--- src/fqrv_pkg.sv ---
// ----------------------------------------------------------------------------
// fqrv_pkg: shared types and constants for the queue with remove by value
// Holds the queue geometry, operation and status codes, the sequencer states
// and the structs passed from the sequencer to the entry store and the output register.
// ----------------------------------------------------------------------------
package fqrv_pkg;

  // Queue geometry and field widths.
  localparam int DEPTH  = 16;
  localparam int IDX_W  = (DEPTH > 1) ? $clog2(DEPTH) : 1;
  localparam int CNT_W  = 5;
  localparam int DATA_W = 32;

  // Operation selector carried with each request.
  typedef enum logic [1:0] {
    FN_ENQ  = 2'd0,
    FN_DEQ  = 2'd1,
    FN_REM  = 2'd2,
    FN_NOP  = 2'd3
  } func_t;

  // Result status codes.
  typedef enum logic [1:0] {
    ST_DONE     = 2'd0,
    ST_EMPTY    = 2'd1,
    ST_FULL     = 2'd2,
    ST_NOTFOUND = 2'd3
  } status_t;

  // Sequencer states.
  typedef enum logic [2:0] {
    S_IDLE,
    S_DECODE,
    S_SCAN_RD,
    S_SCAN_CMP,
    S_SHIFT_RD,
    S_SHIFT_WR,
    S_FETCH,
    S_RESULT
  } state_t;

  // Controls from the sequencer to the entry store.
  typedef struct packed {
    logic             cap_value;
    logic             we;
    logic             wr_shift;
    logic [IDX_W-1:0] waddr;
    logic [IDX_W-1:0] raddr_a;
    logic [IDX_W-1:0] raddr_b;
  } store_ctl_t;

  // Result handed from the sequencer to the output register.
  typedef struct packed {
    logic             load;
    status_t          status;
    logic [CNT_W-1:0] count;
  } result_t;

endpackage

--- src/fqrv_store.sv ---
// ----------------------------------------------------------------------------
// fqrv_store: entry memory and shared compare unit
// Holds the queue entries with the head at index zero, two registered read
// ports, one write port and the single equality comparator used by the scan.
// ----------------------------------------------------------------------------
module fqrv_store
  import fqrv_pkg::*;
(
  input  logic                     clk,
  input  store_ctl_t               ctl,
  input  logic signed [DATA_W-1:0] in_value,
  output logic signed [DATA_W-1:0] rdata_a,
  output logic signed [DATA_W-1:0] rdata_b,
  output logic                     match
);

  logic signed [DATA_W-1:0] mem [DEPTH];
  logic signed [DATA_W-1:0] value_r;
  logic signed [DATA_W-1:0] rdata_a_r;
  logic signed [DATA_W-1:0] rdata_b_r;

  // Request value is held for the whole operation.
  always_ff @(posedge clk) begin
    if (ctl.cap_value) begin
      value_r <= in_value;
    end
  end

  // Write port: either the new tail value or an entry moved down by one.
  always_ff @(posedge clk) begin
    if (ctl.we) begin
      mem[ctl.waddr] <= ctl.wr_shift ? rdata_a_r : value_r;
    end
  end

  // Two registered read ports.
  always_ff @(posedge clk) begin
    rdata_a_r <= mem[ctl.raddr_a];
    rdata_b_r <= mem[ctl.raddr_b];
  end

  // The one comparator, checked against the entry on port A.
  assign match   = (rdata_a_r == value_r);
  assign rdata_a = rdata_a_r;
  assign rdata_b = rdata_b_r;

endmodule

--- src/fqrv_ctrl.sv ---
// ----------------------------------------------------------------------------
// fqrv_ctrl: operation sequencer
// Steps one request through decode, scan, shift-down and fetch of the head
// and tail, and keeps the entry count, scan index and result status.
// ----------------------------------------------------------------------------
module fqrv_ctrl
  import fqrv_pkg::*;
(
  input  logic       clk,
  input  logic       rst_n,
  input  logic       in_valid,
  input  logic [1:0] in_func,
  input  logic       out_free,
  input  logic       match,
  output logic       in_ready,
  output store_ctl_t ctl,
  output result_t    res
);

  state_t           state_r, state_nxt;
  func_t            func_r, func_nxt;
  status_t          status_r, status_nxt;
  logic [IDX_W-1:0] idx_r, idx_nxt;
  logic [CNT_W-1:0] cnt_r, cnt_nxt;

  logic             full;
  logic             empty;
  logic             more;
  logic [IDX_W-1:0] idx_inc;
  logic [CNT_W-1:0] cnt_dec;

  assign full    = (cnt_r == CNT_W'(DEPTH));
  assign empty   = (cnt_r == '0);
  assign idx_inc = idx_r + IDX_W'(1);
  // True while an entry above the current index is still held.
  assign more    = ((CNT_W'(idx_r) + CNT_W'(1)) < cnt_r);
  assign cnt_dec = cnt_r - CNT_W'(1);

  // Next state.
  always_comb begin
    state_nxt = state_r;
    case (state_r)
      S_IDLE: begin
        if (in_valid) state_nxt = S_DECODE;
      end
      S_DECODE: begin
        case (func_r)
          FN_DEQ:  state_nxt = empty ? S_FETCH : S_SHIFT_RD;
          FN_REM:  state_nxt = empty ? S_FETCH : S_SCAN_RD;
          default: state_nxt = S_FETCH;
        endcase
      end
      S_SCAN_RD:  state_nxt = S_SCAN_CMP;
      S_SCAN_CMP: begin
        if (match)     state_nxt = S_SHIFT_RD;
        else if (more) state_nxt = S_SCAN_RD;
        else           state_nxt = S_FETCH;
      end
      S_SHIFT_RD: state_nxt = more ? S_SHIFT_WR : S_FETCH;
      S_SHIFT_WR: state_nxt = S_SHIFT_RD;
      S_FETCH:    state_nxt = S_RESULT;
      S_RESULT: begin
        if (out_free) state_nxt = S_IDLE;
      end
      default:    state_nxt = S_IDLE;
    endcase
  end

  // Count, index, operation and status updates.
  always_comb begin
    func_nxt   = func_r;
    status_nxt = status_r;
    idx_nxt    = idx_r;
    cnt_nxt    = cnt_r;
    case (state_r)
      S_IDLE: begin
        if (in_valid) begin
          func_nxt   = func_t'(in_func);
          status_nxt = ST_DONE;
          idx_nxt    = '0;
        end
      end
      S_DECODE: begin
        case (func_r)
          FN_ENQ: begin
            if (full) status_nxt = ST_FULL;
            else      cnt_nxt    = cnt_r + CNT_W'(1);
          end
          FN_DEQ, FN_REM: begin
            if (empty) status_nxt = ST_EMPTY;
          end
          default: ;
        endcase
      end
      S_SCAN_CMP: begin
        if (!match) begin
          if (more) idx_nxt    = idx_inc;
          else      status_nxt = ST_NOTFOUND;
        end
      end
      S_SHIFT_RD: begin
        if (!more) cnt_nxt = cnt_dec;
      end
      S_SHIFT_WR: idx_nxt = idx_inc;
      default: ;
    endcase
  end

  // Outputs to the store and the result register.
  always_comb begin
    in_ready      = (state_r == S_IDLE);
    ctl.cap_value = (state_r == S_IDLE);
    ctl.we        = 1'b0;
    ctl.wr_shift  = 1'b0;
    ctl.waddr     = idx_r;
    ctl.raddr_a   = idx_r;
    ctl.raddr_b   = cnt_dec[IDX_W-1:0];
    res.load      = 1'b0;
    res.status    = status_r;
    res.count     = cnt_r;
    case (state_r)
      S_DECODE: begin
        if (func_r == FN_ENQ && !full) begin
          ctl.we    = 1'b1;
          ctl.waddr = cnt_r[IDX_W-1:0];
        end
      end
      S_SHIFT_RD: ctl.raddr_a = idx_inc;
      S_SHIFT_WR: begin
        ctl.we       = 1'b1;
        ctl.wr_shift = 1'b1;
      end
      S_FETCH:    ctl.raddr_a = '0;
      S_RESULT: begin
        ctl.raddr_a = '0;
        res.load    = out_free;
      end
      default: ;
    endcase
  end

  // Control registers.
  always_ff @(posedge clk) begin
    if (!rst_n) begin
      state_r  <= S_IDLE;
      cnt_r    <= '0;
      idx_r    <= '0;
      func_r   <= FN_ENQ;
      status_r <= ST_DONE;
    end else begin
      state_r  <= state_nxt;
      cnt_r    <= cnt_nxt;
      idx_r    <= idx_nxt;
      func_r   <= func_nxt;
      status_r <= status_nxt;
    end
  end

endmodule

--- src/fifo_queue_with_remove_by_value.sv ---
// ----------------------------------------------------------------------------
// fifo_queue_with_remove_by_value: bounded queue with remove by value
// Top level: request and result stream ports, sequencer, entry store and
// the result output register.
// ----------------------------------------------------------------------------
// A bounded first-in first-out queue of sixteen signed 32-bit values. Each
// request selects enqueue, dequeue of the head, or removal of the entry
// nearest the head that equals the request value, and returns one result
// with a status, the entry count and the head and tail values (zero when
// empty). Entries are kept in one memory with the head at index zero and are
// visited through a single read port, one entry per step. A dequeue moves every
// remaining entry down by a read and a write, and a remove scans from the head
// for a match and then moves the entries above it down the same way. A new
// request is taken only when the sequencer is idle; a finished result may still
// wait in the output register then.
// ----------------------------------------------------------------------------
module fifo_queue_with_remove_by_value
  import fqrv_pkg::*;
(
  input  logic        clk,
  input  logic        rst_n,
  input  logic        in_tvalid,
  output logic        in_tready,
  input  logic [31:0] in_tdata,   // [31:0] value
  input  logic [1:0]  in_tuser,   // [1:0] func
  output logic        out_tvalid,
  input  logic        out_tready,
  output logic [71:0] out_tdata,  // [4:0] count, [36:5] head_value,
                                  // [68:37] tail_value, [71:69] zero
  output logic [1:0]  out_tuser   // [1:0] status
);

  store_ctl_t               ctl;
  result_t                  res;
  logic                     match;
  logic                     out_free;
  logic signed [DATA_W-1:0] rdata_a;
  logic signed [DATA_W-1:0] rdata_b;

  logic                     out_valid_r;
  status_t                  out_status_r;
  logic [CNT_W-1:0]         out_count_r;
  logic signed [DATA_W-1:0] out_head_r;
  logic signed [DATA_W-1:0] out_tail_r;

  assign out_free = !out_valid_r || out_tready;

  fqrv_ctrl u_ctrl (
    .clk      (clk),
    .rst_n    (rst_n),
    .in_valid (in_tvalid),
    .in_func  (in_tuser),
    .out_free (out_free),
    .match    (match),
    .in_ready (in_tready),
    .ctl      (ctl),
    .res      (res)
  );

  fqrv_store u_store (
    .clk      (clk),
    .ctl      (ctl),
    .in_value (in_tdata),
    .rdata_a  (rdata_a),
    .rdata_b  (rdata_b),
    .match    (match)
  );

  // Result valid flag.
  always_ff @(posedge clk) begin
    if (!rst_n) begin
      out_valid_r <= 1'b0;
    end else if (res.load) begin
      out_valid_r <= 1'b1;
    end else if (out_tready) begin
      out_valid_r <= 1'b0;
    end
  end

  // Result payload; head and tail read as zero for an empty queue.
  always_ff @(posedge clk) begin
    if (res.load) begin
      out_status_r <= res.status;
      out_count_r  <= res.count;
      out_head_r   <= (res.count == '0) ? '0 : rdata_a;
      out_tail_r   <= (res.count == '0) ? '0 : rdata_b;
    end
  end

  assign out_tvalid = out_valid_r;
  assign out_tuser  = out_status_r;
  assign out_tdata  = {3'b000, out_tail_r, out_head_r, out_count_r};

`ifndef SYNTHESIS
  // The count never exceeds the queue depth.
  a_count_bound: assert property (@(posedge clk) disable iff (!rst_n)
    res.count <= CNT_W'(DEPTH))
    else $error("entry count above depth");

  // A new result never overwrites one that is still waiting.
  a_no_overwrite: assert property (@(posedge clk) disable iff (!rst_n)
    res.load |-> (!out_valid_r || out_tready))
    else $error("result register overwritten");

  // A full status is only reported with the queue at depth.
  a_full_status: assert property (@(posedge clk) disable iff (!rst_n)
    (res.load && res.status == ST_FULL) |-> (res.count == CNT_W'(DEPTH)))
    else $error("full status with free room");

  // After a request is taken the sequencer is busy.
  a_busy_after_req: assert property (@(posedge clk) disable iff (!rst_n)
    (in_tvalid && in_tready) |=> !in_tready)
    else $error("request taken while busy");
`endif

endmodule

--- config.mk ---
export PLATFORM = sky130hd
export DESIGN_NAME = fifo_queue_with_remove_by_value
export DESIGN_NICKNAME = d
export VERILOG_FILES = /design/src/fqrv_pkg.sv /design/src/fqrv_store.sv /design/src/fqrv_ctrl.sv /design/src/fifo_queue_with_remove_by_value.sv
export SDC_FILE = /design/constraint.sdc
export NUM_CORES = 1
export LEC_CHECK = 0
export BUFFER_PORTS_ARGS = -buffer_cell sky130_fd_sc_hd__buf_2
export CAP_MARGIN = 20
export CORE_AREA = 2 2 235 237
export CTS_CLUSTER_SIZE = 14
export DETAILED_ROUTE_END_ITERATION = 7
export DIE_AREA = 0 0 237 239
export GPL_TIMING_DRIVEN = 0
export PLACE_DENSITY = 0.76
export SLEW_MARGIN = 10
export SYNTH_ARGS = -nofsm -noshare
export SYNTH_HDL_FRONTEND = slang
export SYNTH_HIERARCHICAL = 1
export SYNTH_SLANG_ARGS = --single-unit
--- constraint.sdc ---
create_clock -name clk -period 4.47 [get_ports clk]
set_input_delay 0.447 -clock clk [delete_from_list [all_inputs] [get_ports clk]]
set_output_delay 0.447 -clock clk [all_outputs]
set_load 0.02 [all_outputs]
==> parameters.txt, run 1 <==
Parameter                              Value

Timing
  Final worst path period need    about 4100 ps
  Setup repair after global routing missed its margin    false
  Slew margin rel.    approximately a quarter
  Final clock skew    21.0 ps
  Fmax    around 250 MHz
  Worst slew pin tran    1100 ps
  Setup slack after layout    397 ps
  Total of endpoints with negative setup slack in the final report    0
  Final worst path period share    between 90% and 100%
  Slew Viols, Final    0
  Final hold violation count    0

Worst hold path
  Path class of the lowest-slack min-delay path    input port to register

Yosys
  Dominant register cell in the synthesized netlist    edfxtp_1
  Top cell type's share of synthesized area    approximately three fifths
  Number of enable flip-flop cells after synthesis    roughly 600
  Post-synthesis instance total    around 1600
  Count of unique library cells instantiated by Yosys    56
  Post-synthesis instance area    roughly 30000 sq um
  Ys Warns    6
  Synth top area cells    edfxtp_1, mux4_2, dfxtp_1, a22oi_1, a21boi_0
  Mean post-synth cell area    18.8 sq um
  Synth async-reset ratio    0%
  Area leader, netlist    edfxtp_1
  Flop and latch count out of synthesis    about 700
  Share of synthesized area occupied by flip-flops and latches    between 60% and 70%

Die
  Initial core utilization    a little under three fifths
  Die Footprint    ~57000 sq um
  Row count    86
  Core Area    about 54000 sq um
  Top Ports    114
  Die boundary width    roughly 240 um
  Vertical die dimension    239 um

Setup path
  Kind of launch point of the worst setup path    register
  Worst-path fanout max    10
  Kind of critical path    register to register
  Critical path data arrival time    around 4400 ps
  Worst setup EP type    register
  Peak per-stage delay on the critical path    between 700 and 800 ps
  Cell repeated most along the worst path    buf_4
  CP Cell Sequence    inv_1, ha_1, a31oi_1, buf_2, nor2_1, nor3_1, nand3b_1, nor3_2, buf_6, buf_4, buf_4
  CP max-delay cell    nor3_2
  Worst endpoint required time    ~4800 ps

Global route
  Initial antenna violation count    1
  Maximum number of pins on one net before global-route repair    33
  All-layer global routing usage    29.2%
  Total global routing overflow    0
  First-pass GRT wire length    about 120000 um
  Number of global-route vias before repair    around 18000

Placed design
  Final weighted congestion of routability-driven global placement    0.866
  HPWL Detailed    around 53000 um
  Number of port buffers    110
  Minimum setup slack after placement    roughly 550 ps
  Placed Cells incl. Taps    between 2000 and 2500
  Placement-stage cell area    approximately 32000 sq um

Clock tree
  Clock-pin transition on the worst setup and hold timing paths    ~60 ps
  Sinks on Clock Net    just under 700
  Post-CTS setup-driven buffer insertion count    0
  Clk Latency, worst-skew pair    620 ps
  Clock Tree Buf Depth    3
  CTS tree    done
  Post-CTS Resized    0
  H-tree lvl count    3
  Clock root buffer master    clkbuf_16
  Inserted Clock Buffers    71

Routing
  Via count    17800
  DRC violation total after the first TritonRoute iteration    approximately 2500
  Routed length per instance    31.2 um
  Total wire length    81100 um
  Pre-antenna DRT Iters    5
  Number of antenna-violating nets in the routed design    0
  Vias/cell    roughly 7
  DRC violations left    0

Outcome
  Run status    complete, no violations

Run
  Number of maximum-capacitance constraint violations    0

Layout
  Layout net count    about 1900
  Count of placed standard cells in the final layout, fillers left out    2600
  Fraction of final layout cells sized beyond drive strength 1    roughly 32%
  Highest-count cells in the layout ignoring fill and taps    edfxtp_1, mux4_2, a22oi_1, buf_2, nand2_1
  Number of inserted diodes    0
  Area growth from synthesis to layout    15.6%
  Core occupancy in the finished layout    a little under two thirds
  Final non-filler cell area    roughly 35000 sq um
  Most common cell after layout, fill and taps aside    edfxtp_1

Power
  Power Dens Cells    ~670 nW/um^2
  Total leakage power    between 10 and 15 nW
  IR drop worst, VDD    0.429 mV
==> stage by stage <==
| stage | power (mW) | hold WS, ps | setup TNS [ps] |
|---|---|---|---|
| floorplan | 14.3 | 408 | 0 |
| global placement | 17.0 | 430 | -860490 |
| detailed placement | 17.2 | 435 | 0 |
| CTS | 23.3 | 0.0568 | 0 |
| global route | 24.2 | 10.0 | 0 |
| finish | 23.4 | 17.3 | 0 |
==> report_power, final <==
part | internal, mW | total (mW) | switching, mW
Clock | 3.56 | 6.07 | 2.50
Sequential | 8.59 | 9.01 | 0.417
Combinational | 3.06 | 8.30 | 5.24
==> repair_timing <==
| action | in CTS | in global routing |
|---|---|---|
| hold endpoints to repair | 24 | 0 |
| endpoints found under the setup margin | 0 | 0 |
| hold buffers | 24 | 0 |
==> final timing paths <==
path / start / end / slack (ps) / depth (start not counted)
max: u_ctrl/cnt_r[0]$_SDFFE_PN0P_ / u_store/mem[8][13]$_DFFE_PP_ / 400 / 11
min: in_tdata[27] / u_store/value_r[27]$_DFFE_PP_ / 20 / 1
max reg2reg: u_ctrl/cnt_r[0]$_SDFFE_PN0P_ / u_store/mem[8][13]$_DFFE_PP_ / 400 / 11
min reg2reg: u_ctrl/status_r[1]$_SDFFE_PN0P_ / out_tuser[1]$_DFFE_PP_ / 450 / 0
==> layer usage <==
metal | wire (um) | vias up | global-route usage [%]
li1 | - | 7155 | -
met1 | 28800 | 9176 | 37.9
met2 | 39500 | 1216 | 47.5
met3 | 9130 | 227 | 6.86
met4 | 3610 | 0 | 13.5
met5 | 0 | - | 0
==> sequential cells by signal, indices dropped and copies added (netlist names) <==
| signal | count |
|---|---|
| u_store/rdata_b | 32 |
| u_store/value_r | 32 |
| u_ctrl/status_r | 2 |
| out_count_r | 5 |
| out_tuser | 2 |
| out_tvalid | 1 |
| out_tail_r | 32 |
| u_store/rdata_a | 32 |
| u_ctrl/state_r | 3 |
| u_ctrl/idx_r | 4 |
| u_store/mem | 512 |
| u_ctrl/func_r | 2 |
| out_head_r | 32 |
| u_ctrl/cnt_r | 5 |
==> synthesized netlist by cell type (19+ instances only) <==
master / n
mux2_2: 34
buf_2: 19
nand2_1: 89
a21boi_0: 61
xor2_1: 35
buf_4: 22
nor2_1: 30
a22oi_1: 132
mux4_2: 256
dfxtp_1: 81
edfxtp_1: 615
clkbuf_1: 51
==> cell families after synthesis <==
kind of cell	after synthesis	synth area share, %
XOR/XNOR	37	1.08
flip-flops	696	66.9
other	1	0.0125
AO/OA/AOI/OAI	244	5.99
AND/OR/NAND/NOR	180	2.78
multiplexers	296	20.7
adder cells (fa/ha/maj)	11	0.459
buffers and inverters	133	2.04
==> worst max-delay path: cells and delay by family, from the launching register on <==
kind                       cells  cell delay (ps)
AOI/OAI and AO/OA              1              220
DFF                            1              530
buffers and inverters          5             1170
adders and majority gates      1              280
and+or+nand+nor                4             1560
==> layout make-up <==
class | instances | area [sq um]
clock buffer | 96 | 2040
clock inverter | 36 | 355
timing repair buffer | 164 | 1260
sequential | 696 | 20100
tap | 704 | 881
inverter | 17 | 63.8
multi-input combinational | 771 | 9440
buffer | 116 | 549
fill | 3578 | 19700
Note: power is estimated with default switching activity, not from simulation.
==> run 2, diff against run 1 <==
--- a/config.mk
+++ b/config.mk
@@ -7,12 +7,14 @@
 export LEC_CHECK = 0
 export BUFFER_PORTS_ARGS = -buffer_cell sky130_fd_sc_hd__buf_2
 export CAP_MARGIN = 20
-export CORE_AREA = 2 2 235 237
+export CORE_AREA = 2 2 325 166
+export CTS_BUF_LIST = sky130_fd_sc_hd__clkbuf_4 sky130_fd_sc_hd__clkbuf_8
 export CTS_CLUSTER_SIZE = 14
 export DETAILED_ROUTE_END_ITERATION = 7
-export DIE_AREA = 0 0 237 239
+export DIE_AREA = 0 0 327 168
 export GPL_TIMING_DRIVEN = 0
-export PLACE_DENSITY = 0.76
+export MAX_ROUTING_LAYER = met4
+export PLACE_DENSITY = 0.78
 export SLEW_MARGIN = 10
 export SYNTH_ARGS = -nofsm -noshare
 export SYNTH_HDL_FRONTEND = slang
==> run 2 against run 1 <==
Effect of this change:
- setup slack improved by 19 ps
- critical path type unchanged
- core utilization increased by 1.8 points
- non-clock buffer count increased by 16
==> parameters.txt, run 2 (same netlist as run 1, synthesis figures left out) <==
Parameter                              Value

Routing
  DRC violation total after the first TritonRoute iteration    between 3000 and 4000
  Via count    between 15000 and 20000
  Number of antenna-violating nets in the routed design    0
  Vias/cell    between 6 and 7
  DRC violations left    0
  Pre-antenna DRT Iters    5
  Total wire length    roughly 84000 um
  Routed length per instance    31.3 um

Die
  Die Footprint    54900 sq um
  Top Ports    114
  Initial core utilization    57.0%
  Die boundary width    approximately 330 um
  Vertical die dimension    about 170 um
  Core Area    between 50000 and 60000 sq um
  Row count    60

Placed design
  Number of port buffers    110
  HPWL Detailed    roughly 58000 um
  Placed Cells incl. Taps    between 2000 and 2500
  Final weighted congestion of routability-driven global placement    ~0.90
  Placement-stage cell area    32200 sq um

Power
  IR drop worst, VDD    roughly 0.38 mV
  Switching Power    between 8 and 9 mW
  Total leakage power    approximately 11 nW
  Register share of total power    about two fifths
  Final Power    22.5 mW
  Power Dens Cells    around 650 nW/um^2
  Clk network pwr share    22.4%
  Comb power frac    37.7%
  Total internal power    ~14 mW
  Share of total power consumed by net switching    36.6%

Layout
  Core occupancy in the finished layout    65.6%
  Count of placed standard cells in the final layout, fillers left out    2667
  Fill cells    between 3000 and 4000
  Fraction of final layout cells sized beyond drive strength 1    about a third
  Most flop-heavy register    u_store/mem
  Area growth from synthesis to layout    15.0%
  Most common cell after layout, fill and taps aside    edfxtp_1
  Number of inserted diodes    0
  Layout net count    ~1900
  Final non-filler cell area    between 30000 and 40000 sq um
  Highest-count cells in the layout ignoring fill and taps    edfxtp_1, mux4_2, a22oi_1, buf_2, clkbuf_8
  Flip-flop count of the largest register after layout    between 500 and 600

Clock tree
  Clk Latency, worst-skew pair    700 ps
  Inserted Clock Buffers    between 90 and 100
  Clock-pin transition on the worst setup and hold timing paths    60 ps
  H-tree lvl count    3
  CTS tree    done
  Sinks on Clock Net    just under 700
  Clock Tree Buf Depth    3
  Clock root buffer master    clkbuf_8

Worst hold path
  Path class of the lowest-slack min-delay path    input port to register
  Min-Delay Path Depth    3

Timing
  Final worst path period share    90.7%
  Worst hold slack    around 81 ps
  Slew margin rel.    26.6%
  Total of endpoints with negative setup slack in the final report    0
  Final hold violation count    0
  Fmax    ~250 MHz
  Final clock skew    about 25 ps
  Worst slew pin tran    about 1100 ps
  Slew Viols, Final    0
  Setup repair after global routing missed its margin    false
  Final worst path period need    4050 ps

Setup path
  Worst setup EP type    register
  Critical path data arrival time    4440 ps
  Worst endpoint required time    about 4900 ps
  Worst-path fanout max    13
  Kind of launch point of the worst setup path    register
  Kind of critical path    register to register
  Number of cell instances on the worst register-to-register path    10

Global route
  Total global routing overflow    0
  Maximum number of pins on one net before global-route repair    33
  All-layer global routing usage    between 30% and 40%
  First-pass GRT wire length    around 120000 um
  Number of global-route vias before repair    18300
  Initial antenna violation count    0

Outcome
  Run status    complete, no violations

Run
  Number of maximum-capacitance constraint violations    0
run 2: cell count changes in the layout (fill, tap and decap cells not counted), moves of 2 or more:
cell and change:
clkinv_1 +6, clkinvlp_4 -3, clkbuf_8 +109, bufinv_16 -5, clkbuf_16 -76, clkbuf_4 +25
buf_12 -6, dlygate4sd3_1 +11, buf_4 +2, clkbuf_1 -14, buf_16 +9
run 2: timing repair:
action,CTS,global route
hold buffers,35,0
gates resized for setup,0,0
endpoints found under the hold margin,35,0
setup buffers,0,0
run 2: worst max-delay path: stages (launching register included):
cell,delay [ps]
dfxtp_1,530
inv_1,230
ha_1,260
a31oi_1,240
buf_2,260
nor2_1,60
nor3_1,330
or3b_2,620
nor3_4,690
buf_8,280
buf_8,220
run 2: path summary, 6_finish.rpt:
kind / startpoint / slack (ps) / to
setup / recovery: u_ctrl/cnt_r[0]$_SDFFE_PN0P_ / 420 / u_store/mem[0][17]$_DFFE_PP_
hold / removal: in_tvalid / 80 / u_ctrl/func_r[0]$_SDFFE_PN0P_
setup reg to reg: u_ctrl/cnt_r[0]$_SDFFE_PN0P_ / 420 / u_store/mem[0][17]$_DFFE_PP_
hold reg to reg: u_ctrl/status_r[0]$_SDFFE_PN0P_ / 440 / out_tuser[0]$_DFFE_PP_
run 2: area by class of cell:
| type | instances | area, sq um | area share (%) |
|---|---|---|---|
| inverters | 17 | 63.8 | 0.185 |
| multi-input cells | 771 | 9440 | 27.3 |
| clock buffers | 140 | 1770 | 5.13 |
| flip-flops and latches | 696 | 20100 | 58.2 |
| repair buffers | 180 | 1520 | 4.41 |
| plain buffers | 116 | 549 | 1.59 |
| well taps | 713 | 892 | 2.58 |
| clock inverters | 34 | 200 | 0.580 |
run 2: power by group through the flow:
| stage | Clock, mW | Sequential (mW) | Combinational [mW] |
|---|---|---|---|
| detailed placement | 0 | 9.10 | 8.21 |
| global route | 5.36 | 9.02 | 8.90 |
| finish | 5.06 | 8.98 | 8.50 |
| floorplan | 0 | 8.95 | 5.32 |
| global placement | 0 | 9.09 | 7.95 |
| CTS | 5.10 | 8.97 | 8.26 |
run 2: through the flow:
stage	setup slack (ps)	setup TNS (ps)
2_1_floorplan	50.2	0
3_3_place_gp	-3310	-875800
3_5_place_dp	471	0
4_1_cts	480	0
5_1_grt	240	0
6_report	416	0
run 2: metal layers:
| metal | track usage [%] | share of wire (%) | vias up |
|---|---|---|---|
| met5 | - | 0 | - |
| met4 | 8.97 | 2.9 | 0 |
| met3 | 10.2 | 16 | 194 |
| met2 | 43.4 | 43 | 1552 |
| met1 | 46.2 | 38 | 9351 |
| li1 | - | - | 7229 |
